### src/rtl/lpfe_pkg.sv
// ----------------------------------------------------------------------------
// lpfe_pkg: shared types and constants of the frame extractor
// Result record, header-hold codes and queue sizing.
// ----------------------------------------------------------------------------
package lpfe_pkg;

  localparam logic [15:0] MaxPayloadRst = 16'd2048;

  localparam logic KindHeader  = 1'b0;
  localparam logic KindPayload = 1'b1;

  // Number of header bytes held while hunting for a frame.
  localparam logic [1:0] HeldNone = 2'd0;
  localparam logic [1:0] HeldOne  = 2'd1;
  localparam logic [1:0] HeldTwo  = 2'd2;

  localparam int QDepth = 2;
  localparam int QPtrW  = (QDepth > 1) ? $clog2(QDepth) : 1;
  localparam int QCntW  = $clog2(QDepth + 1);

  typedef struct packed {
    logic        item_kind;
    logic [7:0]  command;
    logic [15:0] payload_length;
    logic [7:0]  data_byte;
    logic        last_of_frame;
  } lpfe_result_t;

endpackage

### src/rtl/lpfe_front.sv
// ----------------------------------------------------------------------------
// lpfe_front: byte classifier and frame tracker
// Holds header bytes, checks the claimed length and produces result records.
// ----------------------------------------------------------------------------
module lpfe_front (
  input  logic                  clk_i,
  input  logic                  rst_ni,
  input  logic                  accept_i,
  input  logic [7:0]            rx_byte_i,
  input  logic                  cfg_we_i,
  input  logic [15:0]           cfg_wdata_i,
  output logic                  res_valid_o,
  output lpfe_pkg::lpfe_result_t res_o
);
  import lpfe_pkg::*;

  logic [15:0] max_payload_q, max_payload_d;
  logic [15:0] held_q, held_d;
  logic [1:0]  held_count_q, held_count_d;
  logic        in_payload_q, in_payload_d;
  logic [15:0] remaining_q, remaining_d;
  logic [7:0]  frame_command_q, frame_command_d;
  logic [15:0] frame_length_q, frame_length_d;
  logic [15:0] plen;

  assign max_payload_d = cfg_we_i ? cfg_wdata_i : max_payload_q;
  assign plen          = {rx_byte_i, held_q[15:8]};

  always_comb begin
    held_d          = held_q;
    held_count_d    = held_count_q;
    in_payload_d    = in_payload_q;
    remaining_d     = remaining_q;
    frame_command_d = frame_command_q;
    frame_length_d  = frame_length_q;
    res_valid_o     = 1'b0;
    res_o           = '0;
    if (accept_i) begin
      if (in_payload_q) begin
        res_valid_o          = 1'b1;
        res_o.item_kind      = KindPayload;
        res_o.command        = frame_command_q;
        res_o.payload_length = frame_length_q;
        res_o.data_byte      = rx_byte_i;
        res_o.last_of_frame  = (remaining_q <= 16'd1);
        if (remaining_q <= 16'd1) begin
          in_payload_d = 1'b0;
          remaining_d  = '0;
        end else begin
          remaining_d = remaining_q - 16'd1;
        end
      end else begin
        unique case (held_count_q)
          HeldNone: begin
            held_d       = {8'h00, rx_byte_i};
            held_count_d = HeldOne;
          end
          HeldOne: begin
            held_d       = {rx_byte_i, held_q[7:0]};
            held_count_d = HeldTwo;
          end
          default: begin
            if (plen > max_payload_q) begin
              // Too long: drop the oldest byte and slide the window.
              held_d       = plen;
              held_count_d = HeldTwo;
            end else begin
              held_d               = '0;
              held_count_d         = HeldNone;
              frame_command_d      = held_q[7:0];
              frame_length_d       = plen;
              in_payload_d         = (plen != 16'd0);
              remaining_d          = plen;
              res_valid_o          = 1'b1;
              res_o.item_kind      = KindHeader;
              res_o.command        = held_q[7:0];
              res_o.payload_length = plen;
              res_o.data_byte      = 8'h00;
              res_o.last_of_frame  = (plen == 16'd0);
            end
          end
        endcase
      end
    end
  end

  always_ff @(posedge clk_i or negedge rst_ni) begin
    if (!rst_ni) begin
      max_payload_q   <= MaxPayloadRst;
      held_q          <= '0;
      held_count_q    <= HeldNone;
      in_payload_q    <= 1'b0;
      remaining_q     <= '0;
      frame_command_q <= '0;
      frame_length_q  <= '0;
    end else begin
      max_payload_q   <= max_payload_d;
      held_q          <= held_d;
      held_count_q    <= held_count_d;
      in_payload_q    <= in_payload_d;
      remaining_q     <= remaining_d;
      frame_command_q <= frame_command_d;
      frame_length_q  <= frame_length_d;
    end
  end

endmodule

### src/rtl/lpfe_queue.sv
// ----------------------------------------------------------------------------
// lpfe_queue: result queue
// Small register queue that holds result records until they are popped.
// ----------------------------------------------------------------------------
module lpfe_queue (
  input  logic                  clk_i,
  input  logic                  rst_ni,
  input  logic                  wr_en_i,
  input  lpfe_pkg::lpfe_result_t wr_data_i,
  input  logic                  rd_en_i,
  output lpfe_pkg::lpfe_result_t rd_data_o,
  output logic                  full_o,
  output logic                  empty_o
);
  import lpfe_pkg::*;

  lpfe_result_t     entry_q [QDepth];
  logic [QPtrW-1:0] wr_ptr_q, wr_ptr_d;
  logic [QPtrW-1:0] rd_ptr_q, rd_ptr_d;
  logic [QCntW-1:0] count_q, count_d;
  logic             do_wr, do_rd;

  assign full_o    = (count_q == QCntW'(QDepth));
  assign empty_o   = (count_q == '0);
  assign do_wr     = wr_en_i && !full_o;
  assign do_rd     = rd_en_i && !empty_o;
  assign rd_data_o = entry_q[rd_ptr_q];

  always_comb begin
    wr_ptr_d = wr_ptr_q;
    rd_ptr_d = rd_ptr_q;
    count_d  = count_q;
    if (do_wr) begin
      wr_ptr_d = (wr_ptr_q == QPtrW'(QDepth - 1)) ? '0 : wr_ptr_q + QPtrW'(1);
    end
    if (do_rd) begin
      rd_ptr_d = (rd_ptr_q == QPtrW'(QDepth - 1)) ? '0 : rd_ptr_q + QPtrW'(1);
    end
    if (do_wr && !do_rd) begin
      count_d = count_q + QCntW'(1);
    end else if (do_rd && !do_wr) begin
      count_d = count_q - QCntW'(1);
    end
  end

  always_ff @(posedge clk_i or negedge rst_ni) begin
    if (!rst_ni) begin
      wr_ptr_q <= '0;
      rd_ptr_q <= '0;
      count_q  <= '0;
    end else begin
      wr_ptr_q <= wr_ptr_d;
      rd_ptr_q <= rd_ptr_d;
      count_q  <= count_d;
    end
  end

  always_ff @(posedge clk_i) begin
    if (do_wr) begin
      entry_q[wr_ptr_q] <= wr_data_i;
    end
  end

endmodule

### src/rtl/length_prefixed_frame_extractor_top.sv
// A result is written into the result queue and drives the outputs once it is at the head.
// Throughput: one byte per cycle unless the queue is full; the header check is combinational.
// A two-entry result queue lets input transfers continue while one result waits to be popped.
// Reset (asynchronous, active low) clears the frame state and empties the queue;
// max_payload returns to 2048.
// ----------------------------------------------------------------------------
// length_prefixed_frame_extractor_top: length-prefixed frame extractor
// Cuts a byte stream into command/length headers and payload bytes.
// ----------------------------------------------------------------------------
module length_prefixed_frame_extractor_top (
  input  logic        clk_i,
  input  logic        rst_ni,
  input  logic        push,
  output logic        full,
  input  logic [7:0]  rx_byte_i,
  output logic        empty,
  input  logic        pop,
  output logic        item_kind_o,
  output logic [7:0]  command_o,
  output logic [15:0] payload_length_o,
  output logic [7:0]  data_byte_o,
  output logic        last_of_frame_o,
  input  logic        cfg_we_i,
  input  logic [15:0] cfg_wdata_i
);
  import lpfe_pkg::*;

  logic         accept;
  logic         res_valid;
  lpfe_result_t res;
  lpfe_result_t head;

  assign accept = push && !full;

  lpfe_front u_front (
    .clk_i       (clk_i),
    .rst_ni      (rst_ni),
    .accept_i    (accept),
    .rx_byte_i   (rx_byte_i),
    .cfg_we_i    (cfg_we_i),
    .cfg_wdata_i (cfg_wdata_i),
    .res_valid_o (res_valid),
    .res_o       (res)
  );

  lpfe_queue u_queue (
    .clk_i     (clk_i),
    .rst_ni    (rst_ni),
    .wr_en_i   (res_valid),
    .wr_data_i (res),
    .rd_en_i   (pop),
    .rd_data_o (head),
    .full_o    (full),
    .empty_o   (empty)
  );

  assign item_kind_o      = head.item_kind;
  assign command_o        = head.command;
  assign payload_length_o = head.payload_length;
  assign data_byte_o      = head.data_byte;
  assign last_of_frame_o  = head.last_of_frame;

`ifndef ASSERT_OFF
  a_full_empty_excl: assert property (@(posedge clk_i) disable iff (!rst_ni)
    !(full && empty))
    else $error("queue reports full and empty together");

  a_head_kept: assert property (@(posedge clk_i) disable iff (!rst_ni)
    (!empty && !pop) |=> !empty)
    else $error("waiting result lost without a pop");

  a_header_last: assert property (@(posedge clk_i) disable iff (!rst_ni)
    (!empty && item_kind_o == KindHeader) |->
      (last_of_frame_o == (payload_length_o == 16'd0)))
    else $error("header last flag disagrees with its length");

  a_header_data: assert property (@(posedge clk_i) disable iff (!rst_ni)
    (!empty && item_kind_o == KindHeader) |-> (data_byte_o == 8'h00))
    else $error("header result carries a data byte");
`endif

endmodule
### config.mk
export PLATFORM = sky130hd
export DESIGN_NAME = length_prefixed_frame_extractor_top
export DESIGN_NICKNAME = d
export VERILOG_FILES = /design/src/rtl/lpfe_pkg.sv /design/src/rtl/lpfe_front.sv /design/src/rtl/lpfe_queue.sv /design/src/rtl/length_prefixed_frame_extractor_top.sv
export SDC_FILE = /design/constraint.sdc
export NUM_CORES = 1
export LEC_CHECK = 0
export ABC_CLOCK_PERIOD_IN_PS = 6550
export BUFFER_PORTS_ARGS = -buffer_cell sky130_fd_sc_hd__buf_2
export CAP_MARGIN = 20
export CORE_MARGIN = 1.5
export CORE_UTILIZATION = 40
export DETAILED_ROUTE_END_ITERATION = 8
export HOLD_SLACK_MARGIN = 0.02
export PLACE_DENSITY = 0.57
export SYNTH_ARGS = -nofsm -noshare
export SYNTH_HDL_FRONTEND = slang
export SYNTH_SLANG_ARGS = --single-unit
### constraint.sdc
create_clock -name clk_i -period 6.55 [get_ports clk_i]
set_input_delay 0.655 -clock clk_i [delete_from_list [all_inputs] [get_ports clk_i]]
set_output_delay 0.655 -clock clk_i [all_outputs]
set_load 0.01 [all_outputs]
==> results of run 1 <==
## final timing paths
kind | from | to | cells after the start
max in group asynchronous | rst_ni | u_front.frame_length_q[12] | 2
min | rst_ni | u_front.remaining_q[9] | 1
max | u_front.max_payload_q[11] | u_queue.entry_q[0][29] | 7
min in group clk_i | cfg_wdata_i[15] | u_front.max_payload_q[15] | 3
min reg2reg | u_front.frame_length_q[7] | u_front.frame_length_q[7] | 1
max reg2reg | u_front.max_payload_q[11] | u_queue.entry_q[0][29] | 7
## Yosys cell counts (10+ instances only)
cell type	number
dfrtp_1	78
edfxtp_1	68
nand2_1	49
o21ai_0	43
inv_1	39
mux2_2	37
a21oi_1	29
nor2_1	25
mux2_4	20
ha_1	19
clkbuf_1	18
a22o_1	16
nor4_1	12
a221o_1	11
and2_1	10
## sequential cells by signal (all words and copies together) (netlist names)
signal,flops
u_queue.rd_ptr_q,1
u_front.in_payload_q,1
u_front.held_count_q,2
u_front.frame_length_q,16
u_front.held_q,16
u_queue.count_q,2
u_front.max_payload_q,16
u_front.frame_command_q,8
u_queue.wr_ptr_q,1
u_front.remaining_q,16
u_queue.entry_q,68
## where the power goes
part           switching, mW  internal (mW)  leakage, nW
combinational          0.661          0.527         1.52
sequential             0.251           1.32         1.62
clock                  0.416          0.586        0.296
## routing by layer
metal  vias up  track usage [%]
li1       2258                -
met1      2453             27.8
met2       157             30.2
met3        17             3.63
met4         0             7.95
met5         -                0
## cells by family (layout without fill, tap and decap cells)
kind of cell,count (synthesis),after routing
xor gates and xnor gates,5,5
DFF,147,147
buffers and inverters,68,144
adders and majority gates,19,19
muxes,60,60
AOI/OAI and AO/OA,135,135
and+or+nand+nor,143,143
## per-stage QoR
step / cells / hold WS, ns / setup slack (ns)
after floorplan: 577 / 0.359 / 2.62
after global placement: 845 / 0.476 / 2.97
after detailed placement: 845 / 0.487 / 2.87
after CTS: 877 / 0.422 / 3.12
after global routing: 878 / 0.217 / 2.93
final: 878 / 0.188 / 3.17
## critical path: cells and delay by family (launching register included)
kind	cells	cell delay, ns
AND/OR/NAND/NOR	3	1.56
flip-flops	1	0.52
AO/OA/AOI/OAI	2	0.47
adder cells (fa/ha/maj)	1	0.35
buffers and inverters	1	0.09
## layout make-up
| type | instances | area (sq um) | share of cell area, % |
|---|---|---|---|
| Sequential cell | 147 | 4020 | 48.9 |
| Multi-Input combinational cell | 362 | 2750 | 33.5 |
| Clock buffer | 18 | 439 | 5.34 |
| Timing Repair Buffer | 72 | 403 | 4.90 |
| Tap cell | 225 | 282 | 3.43 |
| Clock inverter | 14 | 169 | 2.06 |
| Inverter | 40 | 150 | 1.83 |
==> flow_summary.ini, run 1 <==
[run_status]
status = finished clean

[clock_network]
cts_buffers = 17
cts_resized = 0
post_cts_buffers = 0
cts_sinks = 147
htree_levels = 4
clockBufferDepth = 2
cts-root-buf = clkbuf_16
clock_latency_ns = 0.43
hold_buffers = 0
cts_tree = built
cts.reportedPaths.clkPinSlew_ns = 0.06

[worst_setup_path]
end_kind = flip-flop
critPathLaunchType = flip-flop
cp_max_fo = 34
cp_slowest_cell = nor2_4
cp.arrival_ns = 3.43
criticalPathCategory = flip-flop to flip-flop
cp_data_required_time_ns = 6.60
ff2ff_setup_slack_ns = 3.17
path_cells = inv_1 > ha_1 > nand4_2 > nor4_4 > a21o_2 > o21ai_2 > nor2_4
critical_path.max_stage_delay_ns = 0.84

[power_and_ir_drop]
finalPower_mw = 3.76
power_density_mw_per_mm2 = 457
p_leak_nw = 3.43
ir_drop_uv = 209

[route]
via_per_inst = 5.56
top_layer_used = met4
wl_met3_um = 920
wl_per_cell_um = 19.6
initialDrtViolationCount = 369
drt_wl_total_um = 17200
drt_pass1_iterations = 5
wl_met1_um = 8040
num_vias = 4885
wl_met2_um = 8020
ant_nets = 0
remaining_drc_errors = 0

[global_route]
antenna_found_initial = 0
track_usage_pct = 19.8
grt_pass1_wl_um = 27200
grt-ovfl-total = 0
grt_max_degree = 80
grt_pass1_vias = 4823

[sta]
relSlewSlack_pct = 31.8
fin_crit_ns = 3.38
skew_ns = 0.00869
finalHoldViolCount = 0
setup_viol = 0
max_clock_freq_mhz = 296
slew_violations = 0
worstMarginPinSlew_ns = 1.02
finalSetupTns_ns = 0
rsz0062_at_grt = false
post-route-period-util_pct = 51.7

[yosys]
synth_edf_count = 68
async_flop_share_pct = 53.7
synth_top_family_by_area = compound AO/OA/AOI/OAI gates
synth.avg_cell_area_sq_um = 12.2
yosysUniqueCellTypes = 62
synthMuxAreaShare_pct = 10.6
yosys.area_share.simple_pct = 11.4
synth_compound_area_share_pct = 12.8
synthCells = 577
synth_seq_cells = 147
yosysTopAreaCellShare_pct = 29.0
synthAdderAreaFrac_pct = 3.38
yosysWarnings = 0
synth_top_flop_cell = dfrtp_1
synth-xor-area-share_pct = 0.622
seq_area_frac_synth_pct = 57.1
syn_area_sq_mm = 0.00704
yosysTopAreaCell = edfxtp_1
syn_nets = 625
ys_top_cells_by_area = edfxtp_1 (29%), dfrtp_1 (28%), mux2_2 (5.9%)

[finish]
area_growth_pct = 16.7
fillCellCount = 1540
final_util_pct = 47.7
final_cell_mix = dfrtp_1 (78), edfxtp_1 (68), buf_2 (63)
nets = 688
antenna-diode-count = 0
drive_above_1_share_pct = 28.0
fin_area_sq_mm = 0.00822
mostFrequentLayoutCell = dfrtp_1

[die]
core_sq_mm = 0.0172
die_h_um = 136
io_pins = 65
die_w_um = 136
start_util_pct = 40.9
fp-row-count = 48
die_area_sq_mm = 0.0184

[placement]
placed_area_sq_mm = 0.00758
portBuffers = 64
hpwlAfterDp_um = 11300
gp_congestion = 0.864

[min_path]
hold_path.class = input port to async pin

[job]
maxCapViolCount = 0
No activity file was read; power rests on OpenSTA's default activity.
==> inputs of run 2 (changes only) <==
Settings changed: ABC_AREA from default to 1, ABC_CLOCK_PERIOD_IN_PS 6550 to 3500.
Clock period 6.55 ns to 3.5 ns, I/O delays scaled along.
==> run 2 against run 1 <==
Against the previous run:
- sequential share of layout area up 0.72 points
- sequential cell count unchanged
- first-iteration DRC count up 22%
- core utilization down 0.53 points
- worst hold slack worse by 0.18 ns
- critical path depth up 6
- sequential power up 79%
- combinational power up 120%
- maximum frequency up 16%
- via count up 7.9%
- synthesized cell count up 35%
- count of clock-buffer cells in the layout up 3
- critical path type unchanged
- largest power group unchanged
==> flow_summary.ini, run 2 <==
[run_status]
status = finished clean

[clock_network]
cts_tree = built
clock_latency_ns = 0.43
cts_resized = 0
post_cts_buffers = 0
cts-root-buf = clkbuf_16
clockBufferDepth = 2
cts.reportedPaths.clkPinSlew_ns = 0.06
hold_buffers = 0
htree_levels = 4
cts_buffers = 17
cts_sinks = 147

[route]
num_vias = 5270
drt_pass1_iterations = 5
drt_wl_total_um = 15900
ant_nets = 0
wl_per_cell_um = 14.8
initialDrtViolationCount = 450
remaining_drc_errors = 0
via_per_inst = 4.90

[worst_setup_path]
r2r_start = u_front.max_payload_q[11]
path_buf_inv = 2
path_cells = inv_1 > ha_1 > nand4_1 > nor3_2 > nand2_1 > nand2_1 > nand3_4 > nand3_2 > inv_1 > ha_1 > a21oi_1 > o21ai_0 > xor2_1
cp.depth = 13
ff2ff_path_depth = 13
r2r-end = u_queue.count_q[1]
cpLargestDelayFamily = simple AND/OR/NAND/NOR gates
cp_max_fo = 18
criticalPathCategory = flip-flop to flip-flop
critical_path.max_stage_delay_ns = 0.51
ff2ff_setup_slack_ns = 0.57
critPathLaunchType = flip-flop
cp_data_required_time_ns = 3.80
cp_slowest_cell = dfstp_2
end_kind = flip-flop
cp.arrival_ns = 3.22

[yosys]
synth.avg_cell_area_sq_um = 9.01
yosysTopAreaCellShare_pct = 29.2
synth_top_flop_cell = dfrtp_1
synth_seq_cells = 147
synthCells = 777
yosysTopAreaCell = edfxtp_1
seq_area_frac_synth_pct = 57.4
ys_top_cells_by_area = edfxtp_1 (29%), dfrtp_1 (28%), nand2_1 (14%)
yosysUniqueCellTypes = 35
yosysWarnings = 0
synth_common_cells = nand2_1 (269), dfrtp_1 (78), edfxtp_1 (68), inv_1 (62), o21ai_1 (49)
yosysMostFrequentCell = nand2_1
async_flop_share_pct = 53.7
synth_edf_count = 68
syn_area_sq_mm = 0.00700
syn_nets = 825

[global_route]
grt_pass1_vias = 4969
grt.busiest_layer = met2
use_met1_pct = 25.9
grtUsageMet3_pct = 4.38
grt_max_degree = 73
grt_pass1_wl_um = 26200
grt-ovfl-total = 0
grtUsageMet2_pct = 29.9
antenna_found_initial = 0
track_usage_pct = 18.8

[sta]
fin_crit_ns = 2.93
slew_violations = 0
relSlewSlack_pct = 48.1
post-route-period-util_pct = 83.6
setup_viol = 0
finalHoldViolCount = 0
max_clock_freq_mhz = 342
skew_ns = 0.0110
worstMarginPinSlew_ns = 0.778
finalSetupTns_ns = 0
rsz0062_at_grt = false

[power_and_ir_drop]
combPwrFrac_pct = 36.1
ir_drop_uv = 406
power_density_mw_per_mm2 = 877
clockPowerShare_pct = 24.3
p_sw_share_pct = 38.5
seq_power_share_pct = 39.6
p_leak_nw = 3.75
internal_power_mw = 4.36
power.switching_mw = 2.74

[finish]
final_util_pct = 47.1
antenna-diode-count = 0
largest_reg_flops = 68
mostFrequentLayoutCell = nand2_1
largest-register = u_queue.entry_q
fillCellCount = 1699
area_growth_pct = 15.7
nets = 885
drive_above_1_share_pct = 14.6
final_cell_mix = nand2_1 (269), dfrtp_1 (78), edfxtp_1 (68)

[die]
io_pins = 65
fp-row-count = 48
die_area_sq_mm = 0.0183
start_util_pct = 40.8
die_w_um = 135
die_h_um = 135
core_sq_mm = 0.0172

[placement]
gp_congestion = 0.874
hpwlAfterDp_um = 10800
portBuffers = 64

[job]
maxCapViolCount = 0

[min_path]
hold_path.class = input port to async pin
[run 2: kinds of logic after synthesis]
| kind of cell | share of synthesized area (%) |
|---|---|
| AO/OA/AOI/OAI | 8.81 |
| multiplexers | 0.161 |
| buffers and inverters | 6.17 |
| AND/OR/NAND/NOR | 22.8 |
| flip-flops | 57.4 |
| adder cells (fa/ha/maj) | 3.40 |
| XOR/XNOR | 1.25 |
[run 2: cell type report]
type / instances / area [sq um] / area share, %
Sequential cell: 147 / 4020 / 49.6
Multi-Input combinational cell: 529 / 2550 / 31.5
Clock buffer: 21 / 450 / 5.56
Timing Repair Buffer: 73 / 428 / 5.28
Tap cell: 225 / 282 / 3.48
Inverter: 69 / 259 / 3.20
Clock inverter: 11 / 105 / 1.30
[run 2: stage by stage]
step / hold WS [ns] / setup WS, ns / instance area (sq um) / std cells / power, mW
finish: 0.0112 / 0.574 / 8100 / 1075 / 7.10
detailed placement: 0.476 / 0.587 / 7540 / 1043 / 5.45
global placement: 0.458 / 0.604 / 7540 / 1043 / 5.41
global route: 0.0795 / 0.379 / 8100 / 1075 / 7.69
floorplan: 0.0544 / 0.529 / 7000 / 777 / 4.61
CTS: 0.0414 / 0.580 / 8100 / 1075 / 7.18
[run 2: per-layer routing]
metal | wire length [um] | share of wire (%) | vias to the layer above
li1 | - | - | 2699
met5 | 0 | 0 | -
met4 | 166 | 1.0 | 0
met1 | 7450 | 47 | 2425
met2 | 7380 | 46 | 132
met3 | 931 | 5.8 | 14
[run 2: power by group through the flow]
| stage | combinational [mW] | sequential (mW) | clock, mW |
|---|---|---|---|
| 3_5_place_dp | 2.60 | 2.84 | 0 |
| 4_1_cts | 2.61 | 2.82 | 1.75 |
| 3_3_place_gp | 2.58 | 2.83 | 0 |
| 5_1_grt | 2.97 | 2.89 | 1.82 |
| 6_report | 2.56 | 2.81 | 1.72 |
| 2_1_floorplan | 1.87 | 2.74 | 0 |
[run 2: worst max-delay path by stage]
stage | endpoint | startpoint | slack [ns]
finish | u_queue.count_q[1] | u_front.max_payload_q[11] | 0.57
CTS | u_queue.count_q[1] | u_front.max_payload_q[11] | 0.58
global placement | u_queue.count_q[1] | u_front.max_payload_q[11] | 0.60
detailed placement | u_queue.count_q[1] | u_front.max_payload_q[11] | 0.59
global route | u_queue.count_q[1] | u_front.max_payload_q[11] | 0.38
floorplan | u_queue.entry_q[1][0] | u_front.max_payload_q[11] | 0.53
==> inputs of run 3 (changes only) <==
Settings changed: ABC_AREA 1 to 0, ABC_CLOCK_PERIOD_IN_PS 3500 to 2400, PLACE_DENSITY 0.57 to 0.6.
Clock period 3.5 ns to 2.4 ns, I/O delays scaled along.
==> run 3 against run 2 <==
Against the previous run:
- the run now ends with setup timing left
- core utilization increased by 7.5 points
- register-to-register slack got worse by 0.68 ns
- global-route usage increased by 1.8 points
- setup slack got worse by 0.68 ns
- highest routed layer unchanged
==> flow_summary.ini, run 3 (synthesis gave the netlist of run 1 again) <==
[sta]
finalSetupTns_ns = -7.67
post-route-period-util_pct = 105
max_clock_freq_mhz = 399
finalHoldViolCount = 0
fin_crit_ns = 2.51
slew_violations = 0
worstMarginPinSlew_ns = 0.663
finalWorstSetupSlack_ns = -0.109
rsz0062_at_grt = true
setup_viol = 129
skew_ns = 0.00770
relSlewSlack_pct = 55.8

[route]
drt_wl_total_um = 18900
via_per_inst = 5.39
initialDrtViolationCount = 404
wl_per_cell_um = 19.5
num_vias = 5223
remaining_drc_errors = 0
ant_nets = 0
drt_pass1_iterations = 5

[power_and_ir_drop]
power_density_mw_per_mm2 = 1200
p_leak_nw = 4.02
ir_drop_uv = 586

[clock_network]
clock_latency_ns = 0.43
clockBufferDepth = 2
cts-root-buf = clkbuf_16
cts_sinks = 147
htree_levels = 4
cts_buffers = 17
cts_tree = built
cts.reportedPaths.clkPinSlew_ns = 0.07

[die]
die_h_um = 136
die_area_sq_mm = 0.0184
core_sq_mm = 0.0172
io_pins = 65
die_w_um = 136
fp-row-count = 48
start_util_pct = 40.9

[global_route]
grt_pass1_wl_um = 28800
grt-ovfl-total = 0
grtUsageMet2_pct = 34.2
grtUsageMet3_pct = 4.49
grt_pass1_vias = 5256
grt_max_degree = 43
use_met1_pct = 27.2
grt.busiest_layer = met2
track_usage_pct = 20.7
antenna_found_initial = 0

[worst_setup_path]
ff2ff_setup_slack_ns = -0.11
ff2ff_path_depth = 11
r2r-end = u_queue.entry_q[0][32]
r2r_start = u_front.max_payload_q[15]
cp-startpoint = u_front.max_payload_q[15]
criticalPathCategory = flip-flop to flip-flop
cp.arrival_ns = 2.65
cp_data_required_time_ns = 2.54
cp_max_fo = 6
critPathLaunchType = flip-flop
end_kind = flip-flop

[finish]
antenna-diode-count = 0
drive_above_1_share_pct = 38.8
area_growth_pct = 33.7
largest-register = u_queue.entry_q
mostFrequentLayoutCell = dfrtp_1
fin_area_sq_mm = 0.00941
largest_reg_flops = 68
nets = 779
final_cell_mix = dfrtp_1 (78), edfxtp_1 (68), buf_4 (67)

[placement]
placed_area_sq_mm = 0.00822
gp_congestion = 0.880
portBuffers = 64
pre_cts_ws_ns = -0.162
hpwlAfterDp_um = 12600

[run_status]
status = finished with violations
violations = setup timing

[min_path]
whs_path_depth = 3
hold_path.class = input port to flip-flop
min_from = cfg_wdata_i[2]
holdPathEnd = u_front.max_payload_q[2]

[job]
maxCapViolCount = 0
[run 3: cell types whose count changed in the layout (fill, tap and decap cells not counted), sizes merged, moves of 9 or more]
cell / previous run / this run
a22o: 0 / 16
nor4: 1 / 16
nor2: 54 / 25
nand4: 30 / 8
o21ai: 84 / 47
nand3: 22 / 3
a221o: 0 / 11
buf: 73 / 152
nor3: 1 / 10
and2: 0 / 10
mux2: 1 / 58
inv: 70 / 48
nand2: 270 / 49
[run 3: metal layers]
metal  vias to the layer above  wire [um]  part of all wire, %
li1                       2451          -                    -
met2                       156       9230                   49
met4                         0        250                  1.3
met1                      2592       8340                   44
met5                         -          0                    0
met3                        24       1030                  5.5
[run 3: how the worst max path moves through the flow]
| stage | to | depth (start not counted) |
|---|---|---|
| after floorplan | u_queue.entry_q[0][0] | 7 |
| after global placement | u_queue.entry_q[0][10] | 10 |
| after detailed placement | u_queue.count_q[1] | 12 |
| after CTS | u_queue.count_q[1] | 12 |
| after global routing | u_queue.entry_q[0][0] | 11 |
| final | u_queue.entry_q[0][32] | 11 |
[run 3: layout make-up]
cell class / instances / area [sq um]
inverters: 40 / 150
well taps: 225 / 282
flip-flops and latches: 147 / 4020
fillers: 1449 / 7820
multi-input cells: 362 / 2970
clock inverters: 15 / 220
repair buffers: 163 / 1350
clock buffers: 17 / 425
[run 3: power breakdown]
part | internal [mW] | switching [mW]
Combinational | 2.06 | 2.20
Clock | 1.78 | 1.13
Sequential | 3.59 | 0.537
[run 3: through the flow]
stage / power [mW] / std cells / hold WS (ns) / util (%)
floorplan: 6.44 / 577 / -0.0556 / -
global placement: 7.87 / 915 / 0.251 / 47.7
detailed placement: 7.97 / 915 / 0.258 / 47.7
CTS: 11.0 / 963 / 0.0217 / 53.2
global route: 11.9 / 969 / 0.0334 / 54.6
finish: 11.3 / 969 / 0.0317 / 54.6
[run 3: timing repair]
item / 4_1_cts / 5_1_grt
endpoints found under the setup margin: 155 / 168
cloned: 2 / 6
hold endpoints to repair: 42 / 0
resized for setup: 31 / 24
setup buffers: 7 / 3
pin swaps: 17 / 15
hold buffers: 7 / 0
[run 3: critical path, cell delays in order (launching register included)]
cell	delay [ns]
dfrtp_1	0.36
inv_1	0.10
ha_1	0.28
nand4_4	0.13
nor3_1	0.10
nor4_4	0.32
and4_4	0.31
o21ai_4	0.07
buf_4	0.15
nor2_4	0.10
buf_12	0.14
clkbuf_16	0.15
